[config.mk]
export PLATFORM = sky130hd
export DESIGN_NAME = expiry_timer_queue_flat
export DESIGN_NICKNAME = d
export VERILOG_FILES = /design/src/sv/etq_pkg.sv /design/src/sv/etq_if.sv /design/src/sv/expiry_timer_queue.sv /design/src/sv/etq_ram.sv /design/src/sv/etq_seq.sv /design/src/flat_wrapper.sv
export SDC_FILE = /design/constraint.sdc
export NUM_CORES = 2
export LEC_CHECK = 0
export BUFFER_PORTS_ARGS = -buffer_cell sky130_fd_sc_hd__buf_2
export CAP_MARGIN = 20
export CORE_ASPECT_RATIO = 0.5
export CORE_MARGIN = 1
export CORE_UTILIZATION = 30
export DETAILED_ROUTE_END_ITERATION = 8
export HOLD_SLACK_MARGIN = 0.15
export PLACE_DENSITY = 0.54
export SLEW_MARGIN = 20
export SYNTH_ARGS = -nofsm -noshare
export SYNTH_HDL_FRONTEND = slang
export SYNTH_SLANG_ARGS = --single-unit
[constraint.sdc]
create_clock -name clk -period 9.05 [get_ports clk]
set_input_delay 1.81 -clock clk [delete_from_list [all_inputs] [get_ports clk]]
set_output_delay 1.81 -clock clk [all_outputs]
set_load 0.005 [all_outputs]
[src/sv/etq_pkg.sv]
// etq_pkg: shared types and codes for the expiry timer queue.
// No dependencies; compiled first.
package etq_pkg;

    typedef enum logic [1:0] {
        MODE_ADD    = 2'd0,
        MODE_ADJUST = 2'd1,
        MODE_DELETE = 2'd2,
        MODE_TICK   = 2'd3
    } mode_t;

    typedef enum logic [1:0] {
        ST_OK       = 2'd0,
        ST_FULL     = 2'd1,
        ST_NOTFOUND = 2'd2,
        ST_DUP      = 2'd3
    } status_t;

    typedef enum logic [3:0] {
        S_IDLE,
        S_SCAN_RD,
        S_SCAN_CMP,
        S_DECIDE,
        S_MV_RD,
        S_MV_WR,
        S_PUT,
        S_DONE,
        S_TICK_RD,
        S_TICK_CMP,
        S_TICK_END,
        S_EMIT_RD,
        S_EMIT_OUT
    } state_t;

    typedef struct packed {
        status_t     status;
        logic        expired_valid;
        logic [15:0] expired_handle;
        logic        last;
        logic [5:0]  occupancy;
    } res_t;

endpackage

[src/sv/etq_if.sv]
// etq_in_if / etq_out_if: valid/ready channels of the expiry timer queue.
// Depends on nothing; a transfer happens when valid and ready are both high.
interface etq_in_if;
    logic        valid;
    logic        ready;
    logic [1:0]  mode;
    logic [15:0] handle;
    logic [31:0] expire;
    logic [31:0] current_time;
    modport source (output valid, mode, handle, expire, current_time, input ready);
    modport sink   (input valid, mode, handle, expire, current_time, output ready);
endinterface

interface etq_out_if;
    logic        valid;
    logic        ready;
    logic [1:0]  status;
    logic        expired_valid;
    logic [15:0] expired_handle;
    logic        last;
    logic [5:0]  occupancy;
    modport source (output valid, status, expired_valid, expired_handle, last, occupancy,
                    input ready);
    modport sink   (input valid, status, expired_valid, expired_handle, last, occupancy,
                    output ready);
endinterface

[src/sv/expiry_timer_queue.sv]
// expiry_timer_queue: top level; sequencer, entry RAM and output stage.
// Depends on etq_pkg, etq_if, etq_ram and etq_seq.
//
// Sorted timer queue of up to DEPTH entries (16-bit handle, TIME_BITS-bit
// expiry) held in one RAM as a circular list; slot 0 is the head. Add, adjust
// and delete first scan every entry to find the handle and the insert point,
// then shift the entries between the old and new place one at a time. Tick
// scans the expired prefix and then delivers one transfer per popped handle,
// waiting while the sink holds ready low; the pops themselves only move the
// head pointer. Every operation ends in at least one result transfer;
// occupancy on each result is the count after the whole operation. Input
// ready is high whenever the sequencer is idle, even while the last result
// waits in the output stage.
// No clearing pass after reset: only slots below the count are ever read.
module expiry_timer_queue #(
    parameter int DEPTH     = 32,
    parameter int TIME_BITS = 32
) (
    input  logic      clk,
    input  logic      rst_n,
    etq_in_if.sink    in_ch,
    etq_out_if.source out_ch
);
    import etq_pkg::*;

    localparam int AW = $clog2(DEPTH);
    localparam int EW = 16 + TIME_BITS;

    logic          ram_we;
    logic [AW-1:0] ram_waddr;
    logic [EW-1:0] ram_wdata;
    logic          ram_re;
    logic [AW-1:0] ram_raddr;
    logic [EW-1:0] ram_rdata;
    logic          res_load;
    logic          res_ready;
    res_t          res;
    logic          out_valid_reg;
    res_t          out_reg;

    // output stage can take a result when empty or draining this cycle
    assign res_ready = !out_valid_reg || out_ch.ready;

    etq_seq #(
        .DEPTH     (DEPTH),
        .TIME_BITS (TIME_BITS)
    ) u_seq (
        .clk       (clk),
        .rst_n     (rst_n),
        .in_valid  (in_ch.valid),
        .in_ready  (in_ch.ready),
        .in_mode   (mode_t'(in_ch.mode)),
        .in_handle (in_ch.handle),
        .in_expire (in_ch.expire),
        .in_now    (in_ch.current_time),
        .res_ready (res_ready),
        .res_load  (res_load),
        .res       (res),
        .ram_we    (ram_we),
        .ram_waddr (ram_waddr),
        .ram_wdata (ram_wdata),
        .ram_re    (ram_re),
        .ram_raddr (ram_raddr),
        .ram_rdata (ram_rdata)
    );

    etq_ram #(
        .WIDTH (EW),
        .DEPTH (DEPTH)
    ) u_ram (
        .clk   (clk),
        .we    (ram_we),
        .waddr (ram_waddr),
        .wdata (ram_wdata),
        .re    (ram_re),
        .raddr (ram_raddr),
        .rdata (ram_rdata)
    );

    always_ff @(posedge clk or negedge rst_n)
    begin
        if (!rst_n)
        begin
            out_valid_reg <= 1'b0;
        end
        else if (res_load)
        begin
            out_valid_reg <= 1'b1;
        end
        else if (out_ch.ready)
        begin
            out_valid_reg <= 1'b0;
        end
    end

    always_ff @(posedge clk)
    begin
        if (res_load)
        begin
            out_reg <= res;
        end
    end

    assign out_ch.valid          = out_valid_reg;
    assign out_ch.status         = out_reg.status;
    assign out_ch.expired_valid  = out_reg.expired_valid;
    assign out_ch.expired_handle = out_reg.expired_handle;
    assign out_ch.last           = out_reg.last;
    assign out_ch.occupancy      = out_reg.occupancy;
endmodule

[src/sv/etq_ram.sv]
// etq_ram: generic single-write, single-read RAM with registered read data.
// No dependencies.
module etq_ram #(
    parameter int WIDTH = 48,
    parameter int DEPTH = 32
) (
    input  logic                     clk,
    input  logic                     we,
    input  logic [$clog2(DEPTH)-1:0] waddr,
    input  logic [WIDTH-1:0]         wdata,
    input  logic                     re,
    input  logic [$clog2(DEPTH)-1:0] raddr,
    output logic [WIDTH-1:0]         rdata
);
    logic [WIDTH-1:0] mem [DEPTH];

    always_ff @(posedge clk)
    begin
        if (we)
        begin
            mem[waddr] <= wdata;
        end
        if (re)
        begin
            rdata <= mem[raddr];
        end
    end
endmodule

[src/sv/etq_seq.sv]
// etq_seq: sequencer of the timer queue; scans, shifts and pops entries in the RAM.
// Depends on etq_pkg; drives etq_ram through its ports.
module etq_seq #(
    parameter int DEPTH     = 32,
    parameter int TIME_BITS = 32
) (
    input  logic                          clk,
    input  logic                          rst_n,
    input  logic                          in_valid,
    output logic                          in_ready,
    input  etq_pkg::mode_t                in_mode,
    input  logic [15:0]                   in_handle,
    input  logic [31:0]                   in_expire,
    input  logic [31:0]                   in_now,
    input  logic                          res_ready,
    output logic                          res_load,
    output etq_pkg::res_t                 res,
    output logic                          ram_we,
    output logic [$clog2(DEPTH)-1:0]      ram_waddr,
    output logic [16+TIME_BITS-1:0]       ram_wdata,
    output logic                          ram_re,
    output logic [$clog2(DEPTH)-1:0]      ram_raddr,
    input  logic [16+TIME_BITS-1:0]       ram_rdata
);
    import etq_pkg::*;

    localparam int CW = $clog2(DEPTH + 1);
    localparam int AW = $clog2(DEPTH);

    state_t               state_reg, state_next;
    mode_t                mode_reg, mode_next;
    status_t              status_reg, status_next;
    logic [15:0]          hdl_reg, hdl_next;
    logic [TIME_BITS-1:0] exp_reg, exp_next;
    logic [TIME_BITS-1:0] now_reg, now_next;
    logic [CW-1:0]        count_reg, count_next;
    logic [AW-1:0]        head_reg, head_next;
    logic [CW-1:0]        i_reg, i_next;
    logic [CW-1:0]        pos_reg, pos_next;
    logic [CW-1:0]        q_reg, q_next;
    logic [CW-1:0]        cur_reg, cur_next;
    logic [CW-1:0]        end_reg, end_next;
    logic                 found_reg, found_next;
    logic                 down_reg, down_next;
    logic                 put_reg, put_next;

    logic [15:0]          rd_hdl;
    logic [TIME_BITS-1:0] rd_exp;
    logic [CW-1:0]        src;
    logic                 mv_done;
    logic                 emit_last;
    status_t              dec_status;

    // logical slot to RAM address, relative to the circular head
    function automatic logic [AW-1:0] phys(input logic [CW-1:0] l, input logic [AW-1:0] h);
        logic [CW:0] s;
        s = {1'b0, l} + (CW+1)'(h);
        if (s >= (CW+1)'(DEPTH))
        begin
            s = s - (CW+1)'(DEPTH);
        end
        return s[AW-1:0];
    endfunction

    assign rd_hdl    = ram_rdata[16+TIME_BITS-1:TIME_BITS];
    assign rd_exp    = ram_rdata[TIME_BITS-1:0];
    assign src       = down_reg ? cur_reg + CW'(1) : cur_reg - CW'(1);
    assign mv_done   = down_reg ? (cur_reg >= end_reg) : (cur_reg <= end_reg);
    assign emit_last = (cur_reg == i_reg - CW'(1));

    always_comb
    begin
        dec_status = ST_OK;
        if (mode_reg == MODE_ADD)
        begin
            if (found_reg)
                dec_status = ST_DUP;
            else if (count_reg == CW'(DEPTH))
                dec_status = ST_FULL;
        end
        else if (!found_reg)
        begin
            dec_status = ST_NOTFOUND;
        end
    end

    // next state
    always_comb
    begin
        state_next = state_reg;
        unique case (state_reg)
            S_IDLE:     if (in_valid) state_next = (mode_t'(in_mode) == MODE_TICK) ?
                                                   S_TICK_RD : S_SCAN_RD;
            S_SCAN_RD:  state_next = (i_reg == count_reg) ? S_DECIDE : S_SCAN_CMP;
            S_SCAN_CMP: state_next = S_SCAN_RD;
            S_DECIDE:   state_next = (dec_status != ST_OK) ? S_DONE : S_MV_RD;
            S_MV_RD:    state_next = mv_done ? (put_reg ? S_PUT : S_DONE) : S_MV_WR;
            S_MV_WR:    state_next = S_MV_RD;
            S_PUT:      state_next = S_DONE;
            S_DONE:     if (res_ready) state_next = S_IDLE;
            S_TICK_RD:  state_next = (i_reg == count_reg) ? S_TICK_END : S_TICK_CMP;
            S_TICK_CMP: state_next = (rd_exp <= now_reg) ? S_TICK_RD : S_TICK_END;
            S_TICK_END: state_next = (i_reg == '0) ? S_DONE : S_EMIT_RD;
            S_EMIT_RD:  state_next = S_EMIT_OUT;
            S_EMIT_OUT: if (res_ready) state_next = emit_last ? S_IDLE : S_EMIT_RD;
            default:    state_next = S_IDLE;
        endcase
    end

    // outputs
    always_comb
    begin
        in_ready  = 1'b0;
        res_load  = 1'b0;
        res       = '{status: status_reg, expired_valid: 1'b0, expired_handle: 16'd0,
                      last: 1'b1, occupancy: 6'(count_reg)};
        ram_we    = 1'b0;
        ram_waddr = phys(cur_reg, head_reg);
        ram_wdata = ram_rdata;
        ram_re    = 1'b0;
        ram_raddr = phys(i_reg, head_reg);
        unique case (state_reg)
            S_IDLE:    in_ready = 1'b1;
            S_SCAN_RD, S_TICK_RD: ram_re = (i_reg != count_reg);
            S_MV_RD:
            begin
                ram_re    = !mv_done;
                ram_raddr = phys(src, head_reg);
            end
            S_MV_WR:   ram_we = 1'b1;
            S_PUT:
            begin
                ram_we    = 1'b1;
                ram_waddr = phys(q_reg, head_reg);
                ram_wdata = {hdl_reg, exp_reg};
            end
            S_DONE:    res_load = res_ready;
            S_EMIT_RD:
            begin
                ram_re    = 1'b1;
                ram_raddr = phys(cur_reg, head_reg);
            end
            S_EMIT_OUT:
            begin
                res_load = res_ready;
                res = '{status: ST_OK, expired_valid: 1'b1, expired_handle: rd_hdl,
                        last: emit_last, occupancy: 6'(count_reg)};
            end
            default: ;
        endcase
    end

    // datapath registers
    always_comb
    begin
        mode_next   = mode_reg;
        status_next = status_reg;
        hdl_next    = hdl_reg;
        exp_next    = exp_reg;
        now_next    = now_reg;
        count_next  = count_reg;
        head_next   = head_reg;
        i_next      = i_reg;
        pos_next    = pos_reg;
        q_next      = q_reg;
        cur_next    = cur_reg;
        end_next    = end_reg;
        found_next  = found_reg;
        down_next   = down_reg;
        put_next    = put_reg;
        case (state_reg)
            S_IDLE:
            begin
                mode_next   = mode_t'(in_mode);
                hdl_next    = in_handle;
                exp_next    = TIME_BITS'(in_expire);
                now_next    = TIME_BITS'(in_now);
                status_next = ST_OK;
                i_next      = '0;
                q_next      = '0;
                found_next  = 1'b0;
            end
            S_SCAN_CMP:
            begin
                i_next = i_reg + CW'(1);
                if (rd_hdl == hdl_reg)
                begin
                    found_next = 1'b1;
                    pos_next   = i_reg;
                end
                else if (rd_exp <= exp_reg)
                begin
                    q_next = q_reg + CW'(1);
                end
            end
            S_DECIDE:
            begin
                status_next = dec_status;
                if (dec_status == ST_OK)
                begin
                    unique case (mode_reg)
                        MODE_ADD:
                        begin
                            down_next  = 1'b0;
                            cur_next   = count_reg;
                            end_next   = q_reg;
                            put_next   = 1'b1;
                            count_next = count_reg + CW'(1);
                        end
                        MODE_DELETE:
                        begin
                            down_next  = 1'b1;
                            cur_next   = pos_reg;
                            end_next   = count_reg - CW'(1);
                            put_next   = 1'b0;
                            count_next = count_reg - CW'(1);
                        end
                        default:
                        begin
                            down_next = (q_reg >= pos_reg);
                            cur_next  = pos_reg;
                            end_next  = q_reg;
                            put_next  = 1'b1;
                        end
                    endcase
                end
            end
            S_MV_WR:    cur_next = down_reg ? cur_reg + CW'(1) : cur_reg - CW'(1);
            S_TICK_CMP: if (rd_exp <= now_reg) i_next = i_reg + CW'(1);
            S_TICK_END:
            begin
                count_next = count_reg - i_reg;
                cur_next   = '0;
            end
            S_EMIT_OUT:
            begin
                if (res_ready)
                begin
                    cur_next = cur_reg + CW'(1);
                    if (emit_last)
                        head_next = phys(i_reg, head_reg);
                end
            end
            default: ;
        endcase
    end

    always_ff @(posedge clk or negedge rst_n)
    begin
        if (!rst_n)
        begin
            state_reg <= S_IDLE;
            count_reg <= '0;
            head_reg  <= '0;
        end
        else
        begin
            state_reg <= state_next;
            count_reg <= count_next;
            head_reg  <= head_next;
        end
    end

    always_ff @(posedge clk)
    begin
        mode_reg   <= mode_next;
        status_reg <= status_next;
        hdl_reg    <= hdl_next;
        exp_reg    <= exp_next;
        now_reg    <= now_next;
        i_reg      <= i_next;
        pos_reg    <= pos_next;
        q_reg      <= q_next;
        cur_reg    <= cur_next;
        end_reg    <= end_next;
        found_reg  <= found_next;
        down_reg   <= down_next;
        put_reg    <= put_next;
    end

    a_count_bound: assert property (@(posedge clk) disable iff (!rst_n)
        count_reg <= CW'(DEPTH))
        else $error("entry count above depth");
    a_load_free: assert property (@(posedge clk) disable iff (!rst_n)
        res_load |-> res_ready)
        else $error("result loaded into busy output stage");
    a_wr_after_rd: assert property (@(posedge clk) disable iff (!rst_n)
        state_reg == S_MV_WR |-> $past(state_reg) == S_MV_RD)
        else $error("shift write without preceding read");
    a_head_range: assert property (@(posedge clk) disable iff (!rst_n)
        {1'b0, head_reg} < (AW+1)'(DEPTH))
        else $error("head pointer out of range");
endmodule
[src/flat_wrapper.sv]
// flat-port wrapper written by rule: the top's interface ports become plain ports
module expiry_timer_queue_flat import etq_pkg::*;
#(
    parameter int DEPTH     = 32,
    parameter int TIME_BITS = 32
)
  (clk, rst_n, in_ch_valid, in_ch_mode, in_ch_handle, in_ch_expire, in_ch_current_time, in_ch_ready, out_ch_valid, out_ch_status, out_ch_expired_valid, out_ch_expired_handle, out_ch_last, out_ch_occupancy, out_ch_ready);
  etq_in_if in_ch_i ();
  etq_out_if out_ch_i ();
  input  logic clk;
  input  logic rst_n;
  input wire logic [$bits(in_ch_i.valid)-1:0] in_ch_valid;
  input wire logic [$bits(in_ch_i.mode)-1:0] in_ch_mode;
  input wire logic [$bits(in_ch_i.handle)-1:0] in_ch_handle;
  input wire logic [$bits(in_ch_i.expire)-1:0] in_ch_expire;
  input wire logic [$bits(in_ch_i.current_time)-1:0] in_ch_current_time;
  output wire logic [$bits(in_ch_i.ready)-1:0] in_ch_ready;
  output wire logic [$bits(out_ch_i.valid)-1:0] out_ch_valid;
  output wire logic [$bits(out_ch_i.status)-1:0] out_ch_status;
  output wire logic [$bits(out_ch_i.expired_valid)-1:0] out_ch_expired_valid;
  output wire logic [$bits(out_ch_i.expired_handle)-1:0] out_ch_expired_handle;
  output wire logic [$bits(out_ch_i.last)-1:0] out_ch_last;
  output wire logic [$bits(out_ch_i.occupancy)-1:0] out_ch_occupancy;
  input wire logic [$bits(out_ch_i.ready)-1:0] out_ch_ready;
  assign in_ch_i.valid = in_ch_valid;
  assign in_ch_i.mode = in_ch_mode;
  assign in_ch_i.handle = in_ch_handle;
  assign in_ch_i.expire = in_ch_expire;
  assign in_ch_i.current_time = in_ch_current_time;
  assign in_ch_ready = in_ch_i.ready;
  assign out_ch_valid = out_ch_i.valid;
  assign out_ch_status = out_ch_i.status;
  assign out_ch_expired_valid = out_ch_i.expired_valid;
  assign out_ch_expired_handle = out_ch_i.expired_handle;
  assign out_ch_last = out_ch_i.last;
  assign out_ch_occupancy = out_ch_i.occupancy;
  assign out_ch_i.ready = out_ch_ready;
  expiry_timer_queue #(.DEPTH(DEPTH), .TIME_BITS(TIME_BITS)) u_core (.clk(clk), .rst_n(rst_n), .in_ch(in_ch_i), .out_ch(out_ch_i));
endmodule
**Yosys cells after proc, flatten, opt, wreduce, memory -nomap -nowiden**

Memory sizes are Yosys's and may differ from the RTL's. A register that Yosys moved wholly into a read port is not among the register bits.
Cells that the tools add are included.

- Output and inout bits: 28
- Input bits: 86
- Memories kept: 1
- Bits in writable memories: 1536
- Logic and storage cells: 155
- Register bits after elaboration: 159

Memories:

| name | words | bits a word | read ports | clocked after memory_dff | write ports | line | RTL |
|---|---|---|---|---|---|---|---|
| u_core.u_ram.mem | 32 | 48 | 1 | 1 | 1 | etq_ram.sv:15 | `logic [WIDTH-1:0] mem [DEPTH];` |

- $lt $le $gt $ge: 9
- $add $sub $neg: 16
- Reductions and logical operators: 26
- Eq/ne operators: 28
- Muxes and demuxes: 53

Operator list:

| operator | number |
|---|---|
| 32-bit <= comparator | 2 |
| 6-bit 2-to-1 mux | 9 |
| 4-bit one-hot mux with 13 select lines | 1 |
| 48-bit 2-to-1 mux | 1 |
| 6-bit one-hot mux with 2 select lines | 3 |
| 6-bit by 5-bit adder with 7-bit output | 4 |
| 7-bit by 6-bit greater-or-equal comparator with 1-bit output, second input constant | 4 |
| 5-bit 2-to-1 mux | 5 |
| 6-bit by 1-bit adder with 6-bit output, second input constant | 4 |
| 24-bit 2-to-1 mux | 1 |
| 4-bit 2-to-1 mux | 6 |
| 6-bit one-hot mux with 4 select lines | 1 |
| 4-bit == test, second input constant | 5 |
| 5-bit by 1-bit subtractor with 5-bit output, second input constant | 4 |
| 6-bit one-hot mux with 3 select lines | 1 |
| 6-bit by 1-bit subtractor with 6-bit output, second input constant | 3 |
| 16-bit == test | 1 |
| 4-bit by 3-bit == test with 1-bit output, second input constant | 4 |
| 3-bit AND reduction | 5 |
| 2-bit 2-to-1 mux | 7 |
| 1-bit 2-to-1 mux | 13 |
| 6-bit == test | 2 |
| 6-bit greater-or-equal comparator | 2 |
| 2-bit != test, second input constant | 6 |
| 23 further kinds | 38 |

**Logic depth before layout (Yosys ltp)**

- Word-level depth: 7
- Gate-level depth with buffers: 16
- Depth with buffers taken out: 13

**Modules after synthesis**

A second synthesis with hierarchy kept.

- Cells, all modules: 4296
- Area total of the unflattened synthesis: 71308.4 um2

Modules (own cells, without submodules):

| module | times used | cells each | area an instance (um2) | seq. area each (um2) |
|---|---|---|---|---|
| etq_ram | 1 | 3364 | 61205.0 | 47565.6 |
| etq_seq | 1 | 903 | 9275.1 | 3888.7 |
| expiry_timer_queue | 1 | 29 | 828.3 | 805.8 |

**Worst setup path after synthesis**

OpenSTA, ideal clock, no wires.

- Path type: reg2reg
- Start point: register u_core.u_seq.q_reg[0]
- End point: memory u_core.u_ram.mem[24][0] (enable)
- Data required time: 8.596 ns
- Stages on the path, launching flop included: 11
- Library setup time: 0.454 ns
- Clock period less this slack: 4.584 ns
- Data arrival time: 4.131 ns
- Buffers on the path: 0
- Slack: 4.466 ns
- Path through: edfxtp_1 -> ha_1 -> fa_1 -> a21o_1 -> a21oi_1 -> xnor2_1 -> nand2_1 -> o31a_1 -> xnor2_1 -> nand2_1 -> nor2_1

- Longest elaborated chain between the ends: 4
- Elaborated cells between the ends (all ways): 5
- Classes of those cells: add/sub: 2; order compare: 1; mux: 2

Ends and longest elaborated chain:

| element | line | RTL |
|---|---|---|
| start: declaration | etq_seq.sv:40 | `logic [CW-1:0] q_reg, q_next;` |
| start signal: assignment | etq_seq.sv:273 | `q_reg <= q_next;` |
| 6-bit by 5-bit adder with 7-bit output (*) | etq_seq.sv:57 | `s = {1'b0, l} + (CW+1)'(h);` |
| 7-bit by 6-bit greater-or-equal comparator with 1-bit output or 5-bit by 1-bit subtractor with 5-bit output (tied branches) | etq_seq.sv:58, etq_seq.sv:60 |  |
| 5-bit 2-to-1 mux (*) | etq_seq.sv:58 | `if (s >= (CW+1)'(DEPTH))` |
| 5-bit 2-to-1 mux (*) | etq_seq.sv:122 | `unique case (state_reg)` |
| end: declaration | etq_ram.sv:15 |  |

Every way passes the cells marked *; elsewhere a longest branch is shown, timed or not.

**Worst setup path in the final report**

- Start point: register u_core.u_seq.cur_reg[0]
- End point: register u_core.u_ram.rdata[30], read port of u_core.u_ram.mem (data pin)

- Longest elaborated chain between the ends: 6
- Elaborated cells between the ends (all ways): 17
- Classes of those cells: add/sub: 6; order compare: 4; mux: 6; reduce/logical: 1

Ends and longest elaborated chain:

| element | line | RTL |
|---|---|---|
| start: declaration | etq_seq.sv:41 | `logic [CW-1:0] cur_reg, cur_next;` |
| start signal: assignment | etq_seq.sv:274 | `cur_reg <= cur_next;` |
| 6-bit by 1-bit subtractor with 6-bit output or 6-bit by 1-bit adder with 6-bit output (tied branches) | etq_seq.sv:67 | `assign src = down_reg ? cur_reg + CW'(1) : cur_reg - CW'(1);` |
| 6-bit 2-to-1 mux | etq_seq.sv:67 |  |
| 6-bit by 5-bit adder with 7-bit output | etq_seq.sv:57 |  |
| 7-bit by 6-bit greater-or-equal comparator with 1-bit output or 5-bit by 1-bit subtractor with 5-bit output (tied branches) | etq_seq.sv:58, etq_seq.sv:60 |  |
| 5-bit 2-to-1 mux | etq_seq.sv:58 |  |
| 5-bit one-hot mux with 2 select lines | etq_seq.sv:122 |  |
| end: declaration | etq_ram.sv:13 | `output logic [WIDTH-1:0] rdata` |

Parallel ways exist; a longest one is shown, timed or not.
A chain may end at the register's enable or synchronous reset.

==> summary.txt <==
Outcome: finished, violations left
Violated checks: design-rule violations
NumNets Final: 5855
I/O Buffers: 113
Setup WS post-layout: 3.88 ns
Area Growth Syn to Fin: 13.2%
Inserted Clock Buffers: 170
Cts repair resizes: 0
Drt wl/cell: 22.8 µm
Final GP Congestion: 0.801
Layout cells sized above 1: 9.28%
CP required: 9.63 ns
Clk buf depth: 3
Drt initial violations: 5303
Total Routing Usage GR: 16.5%
DRT Wirelength: 205000 µm
Net count after synthesis: 5825
First-pass GRT wire length: 297000 µm
Max-slew violation count: 0
Unrepaired setup endpoints after global routing: false
CP Cell Sequence: inv_1 > ha_1 > xnor2_1 > inv_1 > fa_1 > xor2_1 > nor2_4 > a221oi_4 > and2_4 > buf_4 > nand3_1 > nand4_1 > a22oi_1 > and3_1
Number of synthesized flops with an enable pin: 1727
Skew-Pair Late Insertion Delay: 0.82 ns
Reg with most FFs: u_core.u_ram.mem
Worst-path fanout max: 54
Vias in the first global route: 42100
Die area: 243000 µm²
YS warnings: 0
Cells after Synth: 5629
Setup TNS: 0 ns
Initial Util: 30.4%
Crit path DAT: 5.75 ns
CTS root buf: clkbuf_16
CTS tree: done
Largest net degree at the start of global routing: 205
Grt ovf: 0
Register bit total from synthesis: 1743
Drt first pass iters: 8
Drt via density: 4.98
Die Y: 349 µm
Slowest library cell on the worst path: and2_4
Critical Path Sink Type: flop
DR vias: 44800
Number of clock sinks: 1743
Post-DP HPWL: 115000 µm
Worst Max-Slew Pin Slew: 1.26 ns
Skew final: 0.0336 ns
CTS hold repair buffers: 0
Final ANT Viol Nets: 0
Clk slew on worst S/H paths: 0.07 ns
FFs w/ async S/R, synth: 0.918%
Crit path max-delay family: simple AND/OR/NAND/NOR gates
Normalized max-slew margin: 16.2%
Biggest regs: u_core.u_ram.mem x1536, u_core.u_ram.rdata x48
Worst path max stage delay: 0.86 ns
Antenna violations before repair: 11
Max Freq: 0.193 GHz
Max-Cap Viols: 0
Postcts setup bufs: 0
Crit share post-route: 57.1%
Min-delay worst type: reg2reg
Rows: 126
Drt drc: 6
Main synth FF type: edfxtp_1
Seq/Total Area, Yosys: 72.5%
Most common cell on crit path: inv_1
Critical path type: reg2reg
Number of library cell types mapped by synthesis: 70
Max FFs per register: 1536
Final setup violation count: 0
Setup WS pre-CTS: 3.93 ns
CTS H-tree depth: 4
Startpoint class of the critical path: flop
Core ar.: 237000 µm²
Minimum clock period after layout: 5.17 ns
I/O pin count: 114
Die width: 695 µm
Worst path bufs/invs: 3
Mapped cell area: 72100 µm²
Final hold viol count: 0
Post-synthesis area per instance: 12.8 µm²
## cell type report
| type | instances | area (µm²) |
|---|---|---|
| antenna | 3 | 7.51 |
| clock buffer | 203 | 4460 |
| clock inverter | 110 | 1020 |
| fill | 23100 | 156000 |
| inverter | 97 | 367 |
| multi-input combinational | 3463 | 18200 |
| sequential | 1743 | 52300 |
| tap | 3200 | 4000 |
| timing repair buffer | 184 | 1250 |
## synthesized netlist by cell type (3+ instances only)
cell      instances  share of area [%]
buf_4            28               0.29
nor4_1            7              0.061
edfxtp_1       1727                 72
nand2_1        1754                9.1
nor2_4            3              0.047
buf_6             9               0.14
nand3_1         486                3.4
nand2b_1         15               0.13
a31oi_1           9              0.078
and2_0            5              0.043
xor2_1           35               0.43
nor2b_1          16               0.14
o21a_1           10               0.10
dfrtp_1          16               0.56
a22oi_1          52               0.54
and3_1           54               0.47
mux2_2           56               0.87
ha_1            105                1.8
mux2i_1          18               0.25
clkbuf_1        114               0.59
buf_2           161                1.1
o21ai_0          41               0.28
nand4_1         109               0.95
a311oi_1          3              0.036
o211ai_1        190                2.0
buf_1            14              0.073
a21oi_1         238                1.7
nor3_1           16               0.11
or3_1             6              0.052
o221ai_1          4              0.049
o22ai_1           7              0.061
fa_1              5               0.14
inv_1            97               0.50
a311o_1           4              0.056
and2_1           23               0.20
nor2_1           84               0.44
xnor2_1          29               0.35
a211oi_1          9              0.094
a21o_1           33               0.34
## final timing paths
kind,from,end,slack [ns],cells past startpoint
min reg2reg,u_core.u_seq.status_reg[1],u_core.out_ch.status[1],0.56,1
max reg2reg,u_core.u_seq.cur_reg[0],u_core.u_ram.rdata[30],3.88,14
max in group asynchronous,rst_n,u_core.u_seq.count_reg[4],7.76,1
min,u_core.u_seq.status_reg[1],u_core.out_ch.status[1],0.56,1
min in group asynchronous,rst_n,u_core.out_ch.valid,0.95,1
max,u_core.u_seq.cur_reg[0],u_core.u_ram.rdata[30],3.88,14
## cell usage in the layout, fill, tap and decap left out, drive strengths merged, types with 28 or more instances in the layout
| cell type | netlist | layout |
|---|---|---|
| and2 | 28 | 28 |
| edfxtp | 1727 | 1727 |
| nand4 | 109 | 109 |
| o21ai | 43 | 43 |
| nor2 | 88 | 88 |
| o211ai | 191 | 191 |
| xor2 | 35 | 35 |
| xnor2 | 29 | 29 |
| and3 | 54 | 54 |
| a21o | 33 | 33 |
| clkinv | 0 | 86 |
| inv | 97 | 103 |
| nand3 | 486 | 486 |
| buf | 212 | 184 |
| clkbuf | 114 | 203 |
| a22oi | 52 | 52 |
| nand2 | 1754 | 1754 |
| a21oi | 239 | 239 |
| ha | 105 | 105 |
| mux2 | 56 | 56 |
## per-stage QoR
step	hold WS, ns	utilization, %	instances	instance area [µm²]
after floorplan	0.423	-	5629	72100
after global placement	0.542	32.0	8685	76100
after detailed placement	0.545	32.1	8687	76100
after CTS	0.580	34.4	9000	81600
after global routing	0.590	34.4	9000	81600
final	0.559	34.4	9003	81600
## kinds of logic after synthesis
kind of cell | Yosys count | share of synthesized area [%]
simple gates | 2590 | 15.3
compound gates | 625 | 5.67
fa+ha+maj | 110 | 1.96
mux | 74 | 1.12
flops | 1743 | 72.5
xor+xnor | 64 | 0.777
buf+inv | 423 | 2.72
## metal layers
metal	track usage, %	share of wire [%]	up-vias
li1	-	-	20500
met1	24.5	46	22500
met2	25.0	44	1531
met3	2.61	6.8	276
met4	4.54	2.5	4
met5	0	0.013	-
Power is not shown: default switching activity piles up to over one toggle a cycle in this logic, so the estimate is an artifact.
